--- config.mk ---
export PLATFORM = sky130hd
export DESIGN_NAME = sacl_ctrl
export DESIGN_NICKNAME = d
export VERILOG_FILES = /design/src/design/sacl_pkg.sv /design/src/design/sacl_ctrl.sv
export SDC_FILE = /design/constraint.sdc
export NUM_CORES = 1
export LEC_CHECK = 0
export ABC_AREA = 1
export ABC_CLOCK_PERIOD_IN_PS = 1400
export BUFFER_PORTS_ARGS = -buffer_cell sky130_fd_sc_hd__buf_2
export CORE_AREA = 8 8 45 47
export DETAILED_ROUTE_END_ITERATION = 6
export DIE_AREA = 0 0 53 55
export PLACE_DENSITY = 0.49
export REMOVE_ABC_BUFFERS = 1
export SYNTH_ARGS = -nofsm -noshare
export SYNTH_HDL_FRONTEND = slang
export SYNTH_SLANG_ARGS = --single-unit
--- constraint.sdc ---
create_clock -name clk -period 1.4 [get_ports clk]
set_input_delay 0.35 -clock clk [delete_from_list [all_inputs] [get_ports clk]]
set_output_delay 0.35 -clock clk [all_outputs]
set_load 0.01 [all_outputs]
--- src/design/sacl_pkg.sv ---
// Shared types and constants for the set-associative LRU cache model core.
// No dependencies.
package sacl_pkg;

  localparam int MaxSetBitsDef = 8;
  localparam int MaxWaysDef    = 8;
  localparam int TagW          = 63;
  localparam int AddrW         = 64;

  localparam logic [1:0] OP_LOAD   = 2'd0;
  localparam logic [1:0] OP_STORE  = 2'd1;
  localparam logic [1:0] OP_MODIFY = 2'd2;
  localparam logic [1:0] OP_NONE   = 2'd3;

  localparam logic [1:0] OUT_HIT   = 2'd0;
  localparam logic [1:0] OUT_MISS  = 2'd1;
  localparam logic [1:0] OUT_EVICT = 2'd2;

  localparam logic [1:0] REG_SET_BITS   = 2'd0;
  localparam logic [1:0] REG_BLOCK_BITS = 2'd1;
  localparam logic [1:0] REG_WAYS       = 2'd2;

  // Commands from the controller to the datapath.
  typedef struct packed {
    logic clr;       // write a cleared row at the sweep address
    logic load_req;  // capture a new request
    logic rd_set;    // issue a set read
    logic update;    // resolve the read set and write it back
    logic last;      // the update is the final lookup of the request
  } sacl_cmd_t;

  // Status from the datapath to the controller.
  typedef struct packed {
    logic clr_last;  // the sweep address is the last set
    logic out_busy;  // result register still full
  } sacl_sts_t;

endpackage

--- src/design/sacl_ctrl.sv ---
// Controller state machine for the cache model core.
// Depends on sacl_pkg.
module sacl_ctrl import sacl_pkg::*; (
  input  logic       clk,
  input  logic       rst_n,
  input  logic       in_tvalid,
  output logic       in_tready,
  input  logic [1:0] op,
  input  sacl_sts_t  sts,
  output sacl_cmd_t  cmd
);

  typedef enum logic [4:0] {
    ST_CLR  = 5'b00001,
    ST_IDLE = 5'b00010,
    ST_RD   = 5'b00100,
    ST_UPD  = 5'b01000,
    ST_UPD2 = 5'b10000
  } state_t;

  state_t state_r, state_nxt;
  logic   modify_r, modify_nxt;

  always_comb begin
    state_nxt  = state_r;
    modify_nxt = modify_r;
    cmd        = '0;
    in_tready  = 1'b0;
    case (state_r)
      ST_CLR: begin
        // Sweep every set once after reset, one row per cycle.
        cmd.clr = 1'b1;
        if (sts.clr_last) state_nxt = ST_IDLE;
      end
      ST_IDLE: begin
        in_tready = 1'b1;
        if (in_tvalid && op != OP_NONE) begin
          cmd.load_req = 1'b1;
          modify_nxt   = (op == OP_MODIFY);
          state_nxt    = ST_RD;
        end
      end
      ST_RD: begin
        cmd.rd_set = 1'b1;
        state_nxt  = ST_UPD;
      end
      ST_UPD: begin
        if (!sts.out_busy) begin
          cmd.update = 1'b1;
          cmd.last   = !modify_r;
          state_nxt  = modify_r ? ST_UPD2 : ST_IDLE;
        end
      end
      ST_UPD2: begin
        // The written set must be read again for the second lookup.
        modify_nxt = 1'b0;
        cmd.rd_set = 1'b1;
        state_nxt  = ST_UPD;
      end
      default: state_nxt = ST_IDLE;
    endcase
  end

  always_ff @(posedge clk) begin
    if (!rst_n) begin
      state_r  <= ST_CLR;
      modify_r <= 1'b0;
    end else begin
      state_r  <= state_nxt;
      modify_r <= modify_nxt;
    end
  end

endmodule

==> flow_summary.toml <==
[run_status]
status = "complete, but fails checks"
violations = "negative setup slack"

[drt]
wire_per_inst_um = 11.4
drc_errors = 0
drtIter0Drc = 9
num_vias = 456
ant_nets = 0
dr.pass1.iters = 4
viasPerCell = 4.75
wl_mm = 1.10

[timing]
rsz0062_at_grt = "true"
worstMarginPinSlew_ns = 0.206
timing.final.ws_setup_ns = -0.0978
max_slew_margin = 0.861
period_needed_ns = 1.50
fin_crit_sh = 1.07
fmax_mhz = 668
hold_violations = 0
drv_slew = 0
setup_violations = 6
fin_worst_skew_ns = 0.0102

[yosys]
ys_seq_area_frac = 0.309
ys_warn_count = 0
yosysTopAreaCell = "dfxtp_1"
synth.area.top_cells = "dfxtp_1 (31%), nand2_1 (9.6%), inv_1 (8.7%), nor2_1 (7.7%), nand3_1 (6.4%)"
avgSynthCellArea_um2 = 6.83
synthCells = 57
ys_seq_elements = 6
yosysTopAreaCellShare = 0.309
syn_area_um2 = 389
synthDistinctLibCells = 16

[setup_path]
crit_type = "register to output port"
critPathLaunchType = "register"
crit_fanout = 5
crit_chain = "inv_4 -> nor2_4 -> nand3_4 -> nor2_4 -> buf_6"
critPathSlowestCell = "dfxtp_4"
end_kind = "output port"
cp_slowest_stage_delay_ns = 0.39
r2r-start = "state_r[1]"
startpoint = "state_r[1]"
cp.arrival_ns = 1.15
required_ns = 1.05
timing.critical_path.mode_cell = "nor2_4"

[power]
ir_drop_mv = 0.392
p_leak_nw = 0.299
p_total_w = 0.000481
cellPowerDensity_nw_per_um2 = 784

[min_path]
hold_path.class = "input port to register"
worstHoldStart = "rst_n"

[placed_design]
gp_congestion = 0.748
dp_worst_setup_slack_ns = 0.0748
hpwl_um = 764
port_buffers = 12
dp.cells = 85

[clock_tree]
cts.path.max_buffers = 2
cts_tree = "yes"
clock_sinks = 6
cts_max_level = 1
clock_tree.root_cell = "clkbuf_4"
cts_buffers = 3
cts.clk_slew.worst_paths_ns = 0.05
insertion_delay_ns = 0.26

[floorplan]
coreArea_um2 = 1380
die_w_um = 53
io_pins = 13
num_rows = 14
dieArea_um2 = 2920
fp.dieH_um = 55
start_util = 0.281

[global_route]
track_usage = 0.0809
grt_use_met2 = 0.129
grt_most_used_layer = "met2"
antenna_found_initial = 0
grt_use_met1 = 0.0852
grt_max_degree = 7
grt_use_met3 = 0.0294
overflow = 0
grt_pass1_wl_mm = 1.73
grt_pass1_vias = 427

[final_layout]
num-nets-final = 89
finalCoreUtilization = 0.443
diodes = 0
layout-drive-gt1-share = 0.550
syn_to_final_growth_pct = 57.6
fin_cells = 96

[run]
cap_violations = 0
[power breakdown]
| group | switching (W) | total (W) | internal, W |
|---|---|---|---|
| sequential | 0.0000176 | 0.000193 | 0.000176 |
| combinational | 0.0000577 | 0.000118 | 0.0000603 |
| clock | 0.0000720 | 0.000170 | 0.0000976 |
| total | 0.000147 | 0.000481 | 0.000334 |
[routing by layer]
metal	share of wire	vias to the layer above
li1	-	229
met1	0.41	201
met2	0.49	21
met3	0.064	5
met4	0.036	0
met5	0	-
[registers in the layout, summed over array words and instances (netlist names)]
name      count
modify_r      1
state_r       5
[cell type report]
cell class	instances	area (µm²)
repair buffers	21	140
flip-flops and latches	6	139
fillers	146	771
well taps	16	20.0
inverters	11	43.8
multi-input cells	39	248
clock buffers	3	22.5
[worst paths after layout]
kind                      to  slack (ns)  cells after the start
setup / recovery      cmd[3]        -0.1                      5
hold / removal    state_r[0]        0.29                      2
setup reg to reg  state_r[1]        0.22                      8
hold reg to reg   state_r[4]        0.47                      2
[kinds of logic (layout without fill, tap and decap cells)]
logic type,after synthesis,count (layout),share of synthesized area
DFF,6,6,0.309
AOI/OAI and AO/OA,1,1,0.0128
and+or+nand+nor,38,38,0.553
buffers and inverters,12,35,0.125
[Yosys cell counts, drive strengths merged]
master,instances
nor4,2
nor2,13
buf,1
nand2,10
nand3,6
nor3b,1
nor3,3
nand4,3
a21oi,1
dfxtp,6
inv,11
[what timing repair did]
action / 4_1_cts / 5_1_grt
hold buffers: 0 / 0
endpoints found under the setup margin: 6 / 6
buffers inserted: 5 / 3
pin swaps: 4 / 1
gates resized for setup: 15 / 6
endpoints found under the hold margin: 0 / 0
[critical path: cells and delay by family (launching register included)]
family        cells  cell delay [ns]
simple gates      3             0.34
flops             1             0.39
buf+inv           2             0.16
[per-stage QoR]
step           hold WS (ns)  area [µm²]  TNS [ns]
6_report              0.287         613    -0.321
5_1_grt               0.301         613    -0.689
4_1_cts               0.290         572    -0.282
3_5_place_dp          0.485         469         0
3_3_place_gp          0.489         469         0
2_1_floorplan         0.420         382         0
[placed cells by master, fill, tap and decap left out, drive strengths merged]
master / count
a21oi: 1
nor3b: 1
buf: 21
nand2: 10
nor4: 2
nor3: 3
nand4: 3
inv: 11
nand3: 6
dfxtp: 6
nor2: 13
clkbuf: 3
(Power assumes the default switching activity.)
